===== src/rtl/core/u8cw_pkg.sv =====
`default_nettype none

package u8cw_pkg;

  localparam int unsigned BYTE_W   = 8;
  localparam int unsigned CNT_W    = 3;
  localparam int unsigned COL_W    = 12;
  localparam int unsigned CP_W     = 21;
  localparam int unsigned CELL_W   = 3;
  localparam int unsigned MAX_COLUMN_DEF = 4095;
  localparam int unsigned COL_FIELD_MAX  = (1 << COL_W) - 1;

  typedef struct packed {
    logic              vld;
    logic              tab;
    logic [CNT_W-1:0]  len;
    logic              seq_ok;
    logic [CP_W-1:0]   cp;
    logic [BYTE_W-1:0] lead;
    logic [COL_W-1:0]  col;
  } dec_t;

  typedef struct packed {
    logic              vld;
    logic [CNT_W-1:0]  used;
    logic [CP_W-1:0]   cp;
    logic [CELL_W-1:0] cells;
    logic              ok;
    logic [COL_W-1:0]  col;
  } cls_t;

endpackage

`default_nettype wire


===== src/rtl/core/u8cw_decode.sv =====
`default_nettype none

module u8cw_decode (
  input  wire logic                          clk,
  input  wire logic                          rst_n,
  input  wire logic                          accept,
  input  wire logic [u8cw_pkg::BYTE_W-1:0]   byte_first,
  input  wire logic [u8cw_pkg::BYTE_W-1:0]   byte_second,
  input  wire logic [u8cw_pkg::BYTE_W-1:0]   byte_third,
  input  wire logic [u8cw_pkg::BYTE_W-1:0]   byte_fourth,
  input  wire logic [u8cw_pkg::CNT_W-1:0]    bytes_present,
  input  wire logic [u8cw_pkg::COL_W-1:0]    column_now,
  output u8cw_pkg::dec_t                     dec_o
);

  logic                         vld_r;
  u8cw_pkg::dec_t               pay_r;
  u8cw_pkg::dec_t               pay_nxt;
  logic [u8cw_pkg::CNT_W-1:0]   avail;
  logic                         c1;
  logic                         c2;
  logic                         c3;

  always_comb begin
    if (bytes_present == 3'd0) begin
      avail = 3'd1;
    end else if (bytes_present > 3'd4) begin
      avail = 3'd4;
    end else begin
      avail = bytes_present;
    end
  end

  assign c1 = (byte_second[7:6] == 2'b10);
  assign c2 = (byte_third[7:6]  == 2'b10);
  assign c3 = (byte_fourth[7:6] == 2'b10);

  always_comb begin
    pay_nxt      = '0;
    pay_nxt.vld  = 1'b1;
    pay_nxt.tab  = (byte_first == 8'h09);
    pay_nxt.lead = byte_first;
    pay_nxt.col  = column_now;
    if (byte_first[7] == 1'b0) begin
      pay_nxt.len    = 3'd1;
      pay_nxt.seq_ok = 1'b1;
      pay_nxt.cp     = {13'd0, byte_first};
    end else if (byte_first[7:5] == 3'b110) begin
      pay_nxt.len    = 3'd2;
      pay_nxt.seq_ok = (avail >= 3'd2) && c1;
      pay_nxt.cp     = {10'd0, byte_first[4:0], byte_second[5:0]};
    end else if (byte_first[7:4] == 4'b1110) begin
      pay_nxt.len    = 3'd3;
      pay_nxt.seq_ok = (avail >= 3'd3) && c1 && c2;
      pay_nxt.cp     = {5'd0, byte_first[3:0], byte_second[5:0], byte_third[5:0]};
    end else if (byte_first[7:3] == 5'b11110) begin
      pay_nxt.len    = 3'd4;
      pay_nxt.seq_ok = (avail == 3'd4) && c1 && c2 && c3;
      pay_nxt.cp     = {byte_first[2:0], byte_second[5:0], byte_third[5:0],
                        byte_fourth[5:0]};
    end else begin
      pay_nxt.len    = 3'd1;
      pay_nxt.seq_ok = 1'b0;
      pay_nxt.cp     = {13'd0, byte_first};
    end
  end

  always_ff @(posedge clk) begin
    if (!rst_n) begin
      vld_r <= 1'b0;
    end else begin
      vld_r <= accept;
    end
  end

  always_ff @(posedge clk) begin
    if (accept) begin
      pay_r <= pay_nxt;
    end
  end

  always_comb begin
    dec_o     = pay_r;
    dec_o.vld = vld_r;
  end

endmodule

`default_nettype wire


===== src/rtl/core/u8cw_classify.sv =====
`default_nettype none

module u8cw_classify (
  input  wire logic   clk,
  input  wire logic   rst_n,
  input  wire u8cw_pkg::dec_t dec_i,
  output u8cw_pkg::cls_t cls_o
);

  logic                  vld_r;
  u8cw_pkg::cls_t        pay_r;
  u8cw_pkg::cls_t        pay_nxt;
  logic                  bad_val;
  logic                  ok;
  logic [u8cw_pkg::CP_W-1:0] cp_fin;

  function automatic logic [1:0] width_of(input logic [u8cw_pkg::CP_W-1:0] cp);
    logic [1:0] w;
    w = 2'd1;
    if (cp < 21'h20 || (cp >= 21'h7F && cp < 21'hA0)) begin
      w = 2'd0;
    end else if ((cp >= 21'h300 && cp <= 21'h36F) ||
                 (cp >= 21'h200B && cp <= 21'h200F) || cp == 21'hFEFF) begin
      w = 2'd0;
    end else if ((cp >= 21'h1100 && cp <= 21'h115F) ||
                 (cp >= 21'h2E80 && cp <= 21'h303E) ||
                 (cp >= 21'h3041 && cp <= 21'h33FF) ||
                 (cp >= 21'h3400 && cp <= 21'h4DBF) ||
                 (cp >= 21'h4E00 && cp <= 21'h9FFF) ||
                 (cp >= 21'hA000 && cp <= 21'hA4CF) ||
                 (cp >= 21'hAC00 && cp <= 21'hD7AF) ||
                 (cp >= 21'hF900 && cp <= 21'hFAFF) ||
                 (cp >= 21'hFE30 && cp <= 21'hFE4F) ||
                 (cp >= 21'hFF00 && cp <= 21'hFF60) ||
                 (cp >= 21'h20000 && cp <= 21'h3FFFD)) begin
      w = 2'd2;
    end
    return w;
  endfunction

  always_comb begin
    bad_val = ((dec_i.len == 3'd2) && (dec_i.cp < 21'h80))    ||
              ((dec_i.len == 3'd3) && (dec_i.cp < 21'h800))   ||
              ((dec_i.len == 3'd4) && (dec_i.cp < 21'h10000)) ||
              (dec_i.cp > 21'h10FFFF) ||
              ((dec_i.cp >= 21'hD800) && (dec_i.cp <= 21'hDFFF));
    ok      = dec_i.seq_ok && !bad_val;
    cp_fin  = ok ? dec_i.cp : {13'd0, dec_i.lead};
  end

  always_comb begin
    pay_nxt      = '0;
    pay_nxt.vld  = 1'b1;
    pay_nxt.col  = dec_i.col;
    pay_nxt.cp   = cp_fin;
    pay_nxt.ok   = ok;
    pay_nxt.used = ok ? dec_i.len : 3'd1;
    if (dec_i.tab) begin
      pay_nxt.cells = 3'd4 - {1'b0, dec_i.col[1:0]};
    end else begin
      pay_nxt.cells = {1'b0, width_of(cp_fin)};
    end
  end

  always_ff @(posedge clk) begin
    if (!rst_n) begin
      vld_r <= 1'b0;
    end else begin
      vld_r <= dec_i.vld;
    end
  end

  always_ff @(posedge clk) begin
    if (dec_i.vld) begin
      pay_r <= pay_nxt;
    end
  end

  always_comb begin
    cls_o     = pay_r;
    cls_o.vld = vld_r;
  end

endmodule

`default_nettype wire


===== src/rtl/core/u8cw_column.sv =====
`default_nettype none

module u8cw_column #(
  parameter int unsigned MAX_COLUMN = u8cw_pkg::MAX_COLUMN_DEF
) (
  input  wire logic                          clk,
  input  wire logic                          rst_n,
  input  wire u8cw_pkg::cls_t                cls_i,
  output logic                               out_valid,
  output logic [u8cw_pkg::CNT_W-1:0]         out_bytes_used,
  output logic [u8cw_pkg::CP_W-1:0]          out_code_point,
  output logic [u8cw_pkg::CELL_W-1:0]        out_cell_count,
  output logic                               out_well_formed,
  output logic [u8cw_pkg::COL_W-1:0]         out_column_next
);

  localparam int unsigned CAP = (MAX_COLUMN > u8cw_pkg::COL_FIELD_MAX) ?
                                u8cw_pkg::COL_FIELD_MAX : MAX_COLUMN;
  localparam logic [u8cw_pkg::COL_W:0] CAP_V = (u8cw_pkg::COL_W + 1)'(CAP);

  logic                          valid_r;
  logic [u8cw_pkg::CNT_W-1:0]    used_r;
  logic [u8cw_pkg::CP_W-1:0]     cp_r;
  logic [u8cw_pkg::CELL_W-1:0]   cells_r;
  logic                          ok_r;
  logic [u8cw_pkg::COL_W-1:0]    col_r;
  logic [u8cw_pkg::COL_W-1:0]    col_nxt;
  logic [u8cw_pkg::COL_W:0]      sum;

  always_comb begin
    sum = {1'b0, cls_i.col} + {{(u8cw_pkg::COL_W + 1 - u8cw_pkg::CELL_W){1'b0}}, cls_i.cells};
    if (sum > CAP_V) begin
      col_nxt = CAP_V[u8cw_pkg::COL_W-1:0];
    end else begin
      col_nxt = sum[u8cw_pkg::COL_W-1:0];
    end
  end

  always_ff @(posedge clk) begin
    if (!rst_n) begin
      valid_r <= 1'b0;
    end else begin
      valid_r <= cls_i.vld;
    end
  end

  always_ff @(posedge clk) begin
    if (cls_i.vld) begin
      used_r  <= cls_i.used;
      cp_r    <= cls_i.cp;
      cells_r <= cls_i.cells;
      ok_r    <= cls_i.ok;
      col_r   <= col_nxt;
    end
  end

  assign out_valid       = valid_r;
  assign out_bytes_used  = used_r;
  assign out_code_point  = cp_r;
  assign out_cell_count  = cells_r;
  assign out_well_formed = ok_r;
  assign out_column_next = col_r;

endmodule

`default_nettype wire


===== src/rtl/core/utf8_cell_width_step.sv =====
// Channel   Ports                                   Handshake
// request   start, busy, in_byte_*, in_bytes_       taken when start && !busy
//           present, in_column_now
// result    out_valid, out_bytes_used, out_code_    one-cycle strobe, no stall
//           point, out_cell_count, out_well_
//           formed, out_column_next
//
// One request per cycle; each request passes through the decode, classify and column registers
// in turn, and out_valid rises when its result leaves the column register.
// Stages: byte decode, range check and width lookup, column add and saturate.
// busy stays low: each stage advances every cycle, so nothing waits on a stall.
// rst_n is synchronous and clears the valid bits of all three stages.
`default_nettype none

module utf8_cell_width_step #(
  parameter int unsigned MAX_COLUMN = u8cw_pkg::MAX_COLUMN_DEF
) (
  input  wire logic                          clk,
  input  wire logic                          rst_n,
  input  wire logic                          start,
  output logic                               busy,
  input  wire logic [u8cw_pkg::BYTE_W-1:0]   in_byte_first,
  input  wire logic [u8cw_pkg::BYTE_W-1:0]   in_byte_second,
  input  wire logic [u8cw_pkg::BYTE_W-1:0]   in_byte_third,
  input  wire logic [u8cw_pkg::BYTE_W-1:0]   in_byte_fourth,
  input  wire logic [u8cw_pkg::CNT_W-1:0]    in_bytes_present,
  input  wire logic [u8cw_pkg::COL_W-1:0]    in_column_now,
  output logic                               out_valid,
  output logic [u8cw_pkg::CNT_W-1:0]         out_bytes_used,
  output logic [u8cw_pkg::CP_W-1:0]          out_code_point,
  output logic [u8cw_pkg::CELL_W-1:0]        out_cell_count,
  output logic                               out_well_formed,
  output logic [u8cw_pkg::COL_W-1:0]         out_column_next
);

  u8cw_pkg::dec_t dec;
  u8cw_pkg::cls_t cls;
  logic           accept;

  assign busy   = 1'b0;
  assign accept = start && !busy;

  u8cw_decode u_decode (
    .clk           (clk),
    .rst_n         (rst_n),
    .accept        (accept),
    .byte_first    (in_byte_first),
    .byte_second   (in_byte_second),
    .byte_third    (in_byte_third),
    .byte_fourth   (in_byte_fourth),
    .bytes_present (in_bytes_present),
    .column_now    (in_column_now),
    .dec_o         (dec)
  );

  u8cw_classify u_classify (
    .clk   (clk),
    .rst_n (rst_n),
    .dec_i (dec),
    .cls_o (cls)
  );

  u8cw_column #(
    .MAX_COLUMN (MAX_COLUMN)
  ) u_column (
    .clk             (clk),
    .rst_n           (rst_n),
    .cls_i           (cls),
    .out_valid       (out_valid),
    .out_bytes_used  (out_bytes_used),
    .out_code_point  (out_code_point),
    .out_cell_count  (out_cell_count),
    .out_well_formed (out_well_formed),
    .out_column_next (out_column_next)
  );

endmodule

`default_nettype wire


===== config.mk =====
export PLATFORM = sky130hd
export DESIGN_NAME = utf8_cell_width_step
export DESIGN_NICKNAME = d
export VERILOG_FILES = /design/src/rtl/core/u8cw_pkg.sv /design/src/rtl/core/u8cw_decode.sv /design/src/rtl/core/u8cw_classify.sv /design/src/rtl/core/u8cw_column.sv /design/src/rtl/core/utf8_cell_width_step.sv
export SDC_FILE = /design/constraint.sdc
export NUM_CORES = 1
export LEC_CHECK = 0
export ABC_AREA = 1
export BUFFER_PORTS_ARGS = -buffer_cell sky130_fd_sc_hd__buf_2
export CELL_PAD_IN_SITES_DETAIL_PLACEMENT = 0
export CELL_PAD_IN_SITES_GLOBAL_PLACEMENT = 1
export CORE_ASPECT_RATIO = 1.25
export CORE_MARGIN = 2
export CORE_UTILIZATION = 48
export DETAILED_ROUTE_END_ITERATION = 8
export MAX_ROUTING_LAYER = met4
export PLACE_DENSITY = 0.92
export REMOVE_ABC_BUFFERS = 1
export SLEW_MARGIN = 20
export SYNTH_ARGS = -nofsm -noshare
export SYNTH_HDL_FRONTEND = slang
export SYNTH_SLANG_ARGS = --single-unit

===== constraint.sdc =====
create_clock -name clk -period 6.8 [get_ports clk]
set_input_delay 0.68 -clock clk [delete_from_list [all_inputs] [get_ports clk]]
set_output_delay 0.68 -clock clk [all_outputs]
set_load 0.01 [all_outputs]

==> results.sh, run 1 <==
export IMPL_outcome="finished, final reports clean"
export IMPL_track_usage_pct=26.85
export IMPL_yosysTopAreaCell="edfxtp_1"
export IMPL_hold_buffers=0
export IMPL_post_cts_setup_buffer_count=0
export IMPL_synth_area_um2=6476
export IMPL_cp_end_kind="register"
export IMPL_synthCells=672
export IMPL_grt_pass1_wl_um=27600
export IMPL_clkSinkCount=129
export IMPL_ant_nets=0
export IMPL_p_leak_nw=3.159
export IMPL_maxCapViolations=0
export IMPL_antenna_found_initial=0
export IMPL_rrSetupSlack_ns=2.88
export IMPL_place_area_um2=7042
export IMPL_hp_start="u_classify.cls_o[32]"
export IMPL_clk_pin_slew_ns=0.07
export IMPL_first_global_vias=5162
export IMPL_avgSynthCellArea_um2=9.637
export IMPL_start_util_pct=48.95
export IMPL_ys_ff_latch=129
export IMPL_gp_congestion=0.9697
export IMPL_cts_tree="built"
export IMPL_finalClockSkew_ns=0.01192
export IMPL_slew_headroom_pct=30.86
export IMPL_required_ns=6.97
export IMPL_tns_ns=0
export IMPL_cts_buffers=17
export IMPL_hold_depth=0
export IMPL_slew_violations=0
export IMPL_synth_warnings=0
export IMPL_ys_top_cells_by_count="nand2_1 (140), edfxtp_1 (126), nor2_1 (92), inv_1 (90), nand3_1 (41)"
export IMPL_cts_buffer_depth=2
export IMPL_grt_max_degree=48
export IMPL_ys_types=43
export IMPL_n_antenna_cell=0
export IMPL_path_class="register to register"
export IMPL_critical_path_max_stage_delay_ns=0.60
export IMPL_wl_um=18080
export IMPL_min_period_over_period_pct=57.66
export IMPL_r2r_end="u_classify.cls_o[14]"
export IMPL_comb_power_share_pct=10.9
export IMPL_crit_arrival_ns=4.10
export IMPL_wl_per_cell_um=19.01
export IMPL_timing_final_hold_violations=0
export IMPL_drc=0
export IMPL_cts_root_buffer="clkbuf_16"
export IMPL_rows=47
export IMPL_drive_above_1_share_pct=20.26
export IMPL_synthArstFlopShare_pct=0
export IMPL_die_x_um=107.9
export IMPL_synth_top_area_share_pct=58.42
export IMPL_yosysMostFrequentCell="nand2_1"
export IMPL_powerDensity_nw_per_um2=272.5
export IMPL_dp_hpwl_um=13990
export IMPL_core_area_um2=13230
export IMPL_clock_latency_ns=0.42
export IMPL_fin_crit_ns=3.921
export IMPL_hp_class="register to register"
export IMPL_nets=822
export IMPL_start_kind="register"
export IMPL_h_tree_depth=4
export IMPL_setup_violations=0
export IMPL_synth_seq_area_share_pct=59.35
export IMPL_via_per_inst=5.503
export IMPL_r2r_start="u_decode.dec_o[38]"
export IMPL_cp_max_fo=33
export IMPL_num_vias=5233
export IMPL_intPower_mw=1.488
export IMPL_first_iter_violations=365
export IMPL_synth_top_flop_cell="edfxtp_1"
export IMPL_power_share_sequential_pct=46.3
export IMPL_fin_area_um2=7635
export IMPL_pin_count=92
export IMPL_drt_pass1_iter_count=5
export IMPL_cts_resized=0
export IMPL_r2r_cells=18
export IMPL_crit_chain="nor2_2, nand2_2, nor2_2, nand3_2, nand4_4, nand2_1, nand2_1, nand3_1, nand2_1, nand2_1, nand2_1, nand2_1, nand2_1, nand4_1, nor2_1, nand3_1, nand2_1, nand2_1"
export IMPL_ir_worst_vdd_v=0.0001337
export IMPL_synthTopCellsByArea="edfxtp_1 (58%), nand2_1 (8.1%), nor2_1 (5.3%)"
export IMPL_synth_edf_count=126
export IMPL_grt_setup_unrepaired="no"
export IMPL_dieArea_um2=14440
export IMPL_clkPwrFrac_pct=42.8
export IMPL_syn2layout_area_growth_pct=17.89
export IMPL_die_h_um=133.9
export IMPL_switching_share_pct=28.49
export IMPL_p_switching_mw=0.5928
export IMPL_crit_path_frequent_cell="nand2_1"
export IMPL_io_buffer_count=90
export IMPL_timing_fmax_ghz=0.2551
export IMPL_tightest_slew_ns=1.037
export IMPL_holdPathEnd="u_column.out_code_point[16]"
export IMPL_slowest_stage="nand4_4"
export IMPL_overflow=0
cell families (layout without fill, tap and decap cells):
logic type,Yosys count,in the layout,synth area share (%)
simple gates,349,349,25.02
flops,129,129,59.35
buf+inv,110,218,7.129
compound gates,73,73,6.685
fa+ha+maj,5,5,1.082
xor+xnor,5,5,0.6763
other cells,1,1,0.05790
cell usage in the layout (no fill, tap or decap), types with 17 or more instances in the layout:
cell / count
a21oi_1: 24
buf_2: 90
clkbuf_16: 17
edfxtp_1: 126
inv_1: 90
nand2_1: 140
nand3_1: 41
nand4_1: 28
nor2_1: 92
o21ai_0: 22
state kept, by name, summed over array words and instances (netlist names):
| register | count |
|---|---|
| u_classify.cls_o | 40 |
| u_classify.vld_r | 1 |
| u_column.out_bytes_used | 3 |
| u_column.out_cell_count | 3 |
| u_column.out_code_point | 21 |
| u_column.out_column_next | 12 |
| u_column.out_valid | 1 |
| u_column.out_well_formed | 1 |
| u_decode.dec_o | 46 |
| u_decode.vld_r | 1 |
how the worst max path moves through the flow:
stage	startpoint	slack (ns)	end
after floorplan	u_decode.dec_o[40]	3.97	u_classify.cls_o[14]
after global placement	u_decode.dec_o[38]	2.95	u_classify.cls_o[14]
after detailed placement	u_decode.dec_o[38]	2.92	u_classify.cls_o[14]
after CTS	u_decode.dec_o[38]	2.90	u_classify.cls_o[14]
after global routing	u_decode.dec_o[38]	2.60	u_classify.cls_o[14]
final	u_decode.dec_o[38]	2.88	u_classify.cls_o[14]
area by class of cell:
class / instances / area, µm²
fill: 1128 / 5597
tap: 171 / 214.0
timing repair buffer: 90 / 450.4
multi-input combinational: 433 / 2171
sequential: 129 / 3846
clock inverter: 15 / 167.7
clock buffer: 17 / 425.4
inverter: 96 / 360.3
layer usage:
layer / share of wire, % / vias up / GRT usage, %
met5: 0 / - / -
li1: - / 2505 / -
met1: 38 / 2467 / 28.07
met3: 4.1 / 51 / 4.082
met2: 53 / 210 / 48.11
met4: 4.9 / 0 / 14.17
critical path, delay by kind of cell (launching register included):
family           cells  cell delay [ns]
AND/OR/NAND/NOR     18             3.23
flip-flops           1             0.42
per-stage QoR:
stage          worst slack [ns]  util [%]  std cells  power [mW]  hold WS, ns
2_1_floorplan             3.966         -        658       1.107       0.4003
3_3_place_gp              2.952     53.22        919       1.199       0.4003
3_5_place_dp              2.917     53.22        919       1.202       0.4045
4_1_cts                   2.901     57.70        951       2.092       0.4132
5_1_grt                   2.605     57.70        951       2.159       0.4101
6_report                  2.879     57.70        951       2.081       0.4132
power by group through the flow:
| stage | clock, mW | combinational [mW] | sequential, mW |
|---|---|---|---|
| final | 0.891 | 0.227 | 0.963 |
| after detailed placement | 0 | 0.222 | 0.979 |
| after CTS | 0.906 | 0.223 | 0.963 |
| after floorplan | 0 | 0.137 | 0.971 |
| after global routing | 0.941 | 0.249 | 0.969 |
| after global placement | 0 | 0.222 | 0.977 |
Power figures use the tool's default switching activity.
==> run 2: changes to the inputs <==
--- a/config.mk
+++ b/config.mk
@@ -11,10 +11,10 @@
 export CELL_PAD_IN_SITES_GLOBAL_PLACEMENT = 1
 export CORE_ASPECT_RATIO = 1.25
 export CORE_MARGIN = 2
-export CORE_UTILIZATION = 48
+export CORE_UTILIZATION = 40
 export DETAILED_ROUTE_END_ITERATION = 8
 export MAX_ROUTING_LAYER = met4
-export PLACE_DENSITY = 0.92
+export PLACE_DENSITY = 0.82
 export REMOVE_ABC_BUFFERS = 1
 export SLEW_MARGIN = 20
 export SYNTH_ARGS = -nofsm -noshare
==> constraint.sdc (replaced) <==
create_clock -name clk -period 3.5 [get_ports clk]
set_input_delay 0.35 -clock clk [delete_from_list [all_inputs] [get_ports clk]]
set_output_delay 0.35 -clock clk [all_outputs]
set_load 0.01 [all_outputs]
==> run 2 against run 1 <==
Die area is 19% higher. First-iteration DRC count fell by 7.9%. Worst hold slack worse by 0.31 ns. Worst setup slack worse by 2.5 ns. Via count decreased by 2.3%. Register-to-register slack got worse by 2.5 ns. Sequential cell count unchanged. Combinational power is 90% higher. Routed wire length decreased by 4.2%. Critical path depth down 3. Count of clock-buffer cells in the layout is 1 higher. Critical path type unchanged. Highest routed layer unchanged.
==> results.sh, run 2 (synthesis results as in run 1) <==
export IMPL_p_leak_nw=3.189
export IMPL_dieArea_um2=17230
export IMPL_cts_resized=0
export IMPL_clkSinkCount=129
export IMPL_drt_pass1_iter_count=5
export IMPL_h_tree_depth=4
export IMPL_tns_ns=0
export IMPL_tightest_slew_ns=1.038
export IMPL_hold_buffers=0
export IMPL_clock_latency_ns=0.42
export IMPL_io_buffer_count=90
export IMPL_start_kind="register"
export IMPL_final_common_cell="nand2_1"
export IMPL_n_antenna_cell=0
export IMPL_required_ns=3.67
export IMPL_hp_class="input pin to register"
export IMPL_ir_worst_vdd_v=0.0002495
export IMPL_first_global_vias=5134
export IMPL_overflow=0
export IMPL_fin_crit_ns=3.096
export IMPL_rows=52
export IMPL_cts_tree="built"
export IMPL_setup_violations=0
export IMPL_die_h_um=146.3
export IMPL_slew_violations=0
export IMPL_die_x_um=117.8
export IMPL_gp_congestion=0.9700
export IMPL_powerDensity_nw_per_um2=517.2
export IMPL_grt_pass1_wl_um=27480
export IMPL_fillers=1565
export IMPL_slew_headroom_pct=30.82
export IMPL_nets=832
export IMPL_postLayoutCoreUtil_pct=48.31
export IMPL_drive_above_1_share_pct=21.17
export IMPL_finalClockSkew_ns=0.01249
export IMPL_maxCapViolations=0
export IMPL_pin_count=92
export IMPL_drc=0
export IMPL_core_area_um2=16010
export IMPL_largest_reg_flops=46
export IMPL_timing_fmax_ghz=0.3229
export IMPL_ant_nets=0
export IMPL_dp_hpwl_um=13300
export IMPL_crit_arrival_ns=3.27
export IMPL_wl_per_cell_um=17.24
export IMPL_wl_um=17320
export IMPL_start_util_pct=40.46
export IMPL_via_per_inst=5.086
export IMPL_first_iter_violations=336
export IMPL_cts_root_buffer="clkbuf_16"
export IMPL_track_usage_pct=21.57
export IMPL_cts_buffers=17
export IMPL_grt_max_degree=48
export IMPL_min_period_over_period_pct=88.47
export IMPL_timing_final_hold_violations=0
export IMPL_num_vias=5111
export IMPL_cp_max_fo=21
export IMPL_cts_buffer_depth=2
export IMPL_antenna_found_initial=0
export IMPL_clk_pin_slew_ns=0.06
export IMPL_grt_setup_unrepaired="no"
export IMPL_path_class="register to register"
export IMPL_final_cell_mix="nand2_1 (140), edfxtp_1 (126), nor2_1 (91)"
export IMPL_outcome="finished, final reports clean"
export IMPL_syn2layout_area_growth_pct=19.40
export IMPL_post_cts_setup_buffer_count=0
export IMPL_cp_end_kind="register"
==> run 2: cell count changes in the layout (fill, tap and decap cells not counted), moves of 2 or more <==
cell	delta
inv_8	-2
clkinv_8	-4
nor2_2	+2
clkinv_2	+2
buf_4	+9
==> run 2: worst max-delay path, stage by stage (launching register included) <==
cell and delay (ns):
edfxtp_1 0.43, nor2_2 0.20, nand2_2 0.12, nor2_2 0.18
nand3_2 0.14, buf_4 0.25, nand4_1 0.27, inv_1 0.10
nor3_1 0.44, nand3_1 0.13, nand2_1 0.09, a21oi_1 0.06
a21oi_1 0.21, nand3_1 0.11, nand2_1 0.07, nand2_1 0.04
==> run 2: through the flow <==
step | cell area, µm² | hold WS [ns] | std cells | worst slack [ns] | power (mW)
after global routing | 7732 | 0.08786 | 1005 | 0.0001106 | 4.162
after global placement | 7166 | 0.4010 | 973 | 0.1733 | 2.331
after CTS | 7724 | 0.08496 | 1004 | 0.1552 | 4.027
after detailed placement | 7166 | 0.4045 | 973 | 0.1803 | 2.334
final | 7732 | 0.1030 | 1005 | 0.4035 | 3.999
after floorplan | 6375 | 0.4003 | 658 | 0.6661 | 2.152
==> run 2: layer usage <==
layer / routed length (µm) / vias to the layer above / global-route usage, %
met5: 0 / - / -
met4: 744 / 0 / 10.36
met3: 715 / 45 / 3.633
met2: 8861 / 177 / 37.03
met1: 7001 / 2371 / 24.46
li1: - / 2518 / -
==> run 2: area by class of cell <==
type | count | area [µm²] | share of cell area, %
Clock inverter | 13 | 128.9 | 1.667
Inverter | 96 | 360.3 | 4.660
Tap cell | 216 | 270.3 | 3.495
Timing Repair Buffer | 99 | 518.0 | 6.699
Clock buffer | 18 | 429.2 | 5.550
Sequential cell | 129 | 3846 | 49.74
Multi-Input combinational cell | 434 | 2180 | 28.19
==> run 2: path summary, 6_finish.rpt <==
path                                         start              endpoint  slack, ns  cells after the start
worst min register to register   u_decode.dec_o[8]   u_classify.cls_o[8]       0.41                      0
worst max register to register  u_decode.dec_o[38]  u_classify.cls_o[14]       0.40                     15
worst max-delay path            u_decode.dec_o[38]  u_classify.cls_o[14]       0.40                     15
worst min-delay path              in_column_now[9]     u_decode.dec_o[9]       0.10                      1
==> run 2: power by group <==
part / internal (mW) / switching (mW)
combinational: 0.133 / 0.298
clock: 0.987 / 0.706
sequential: 1.81 / 0.0664
total: 2.93 / 1.07
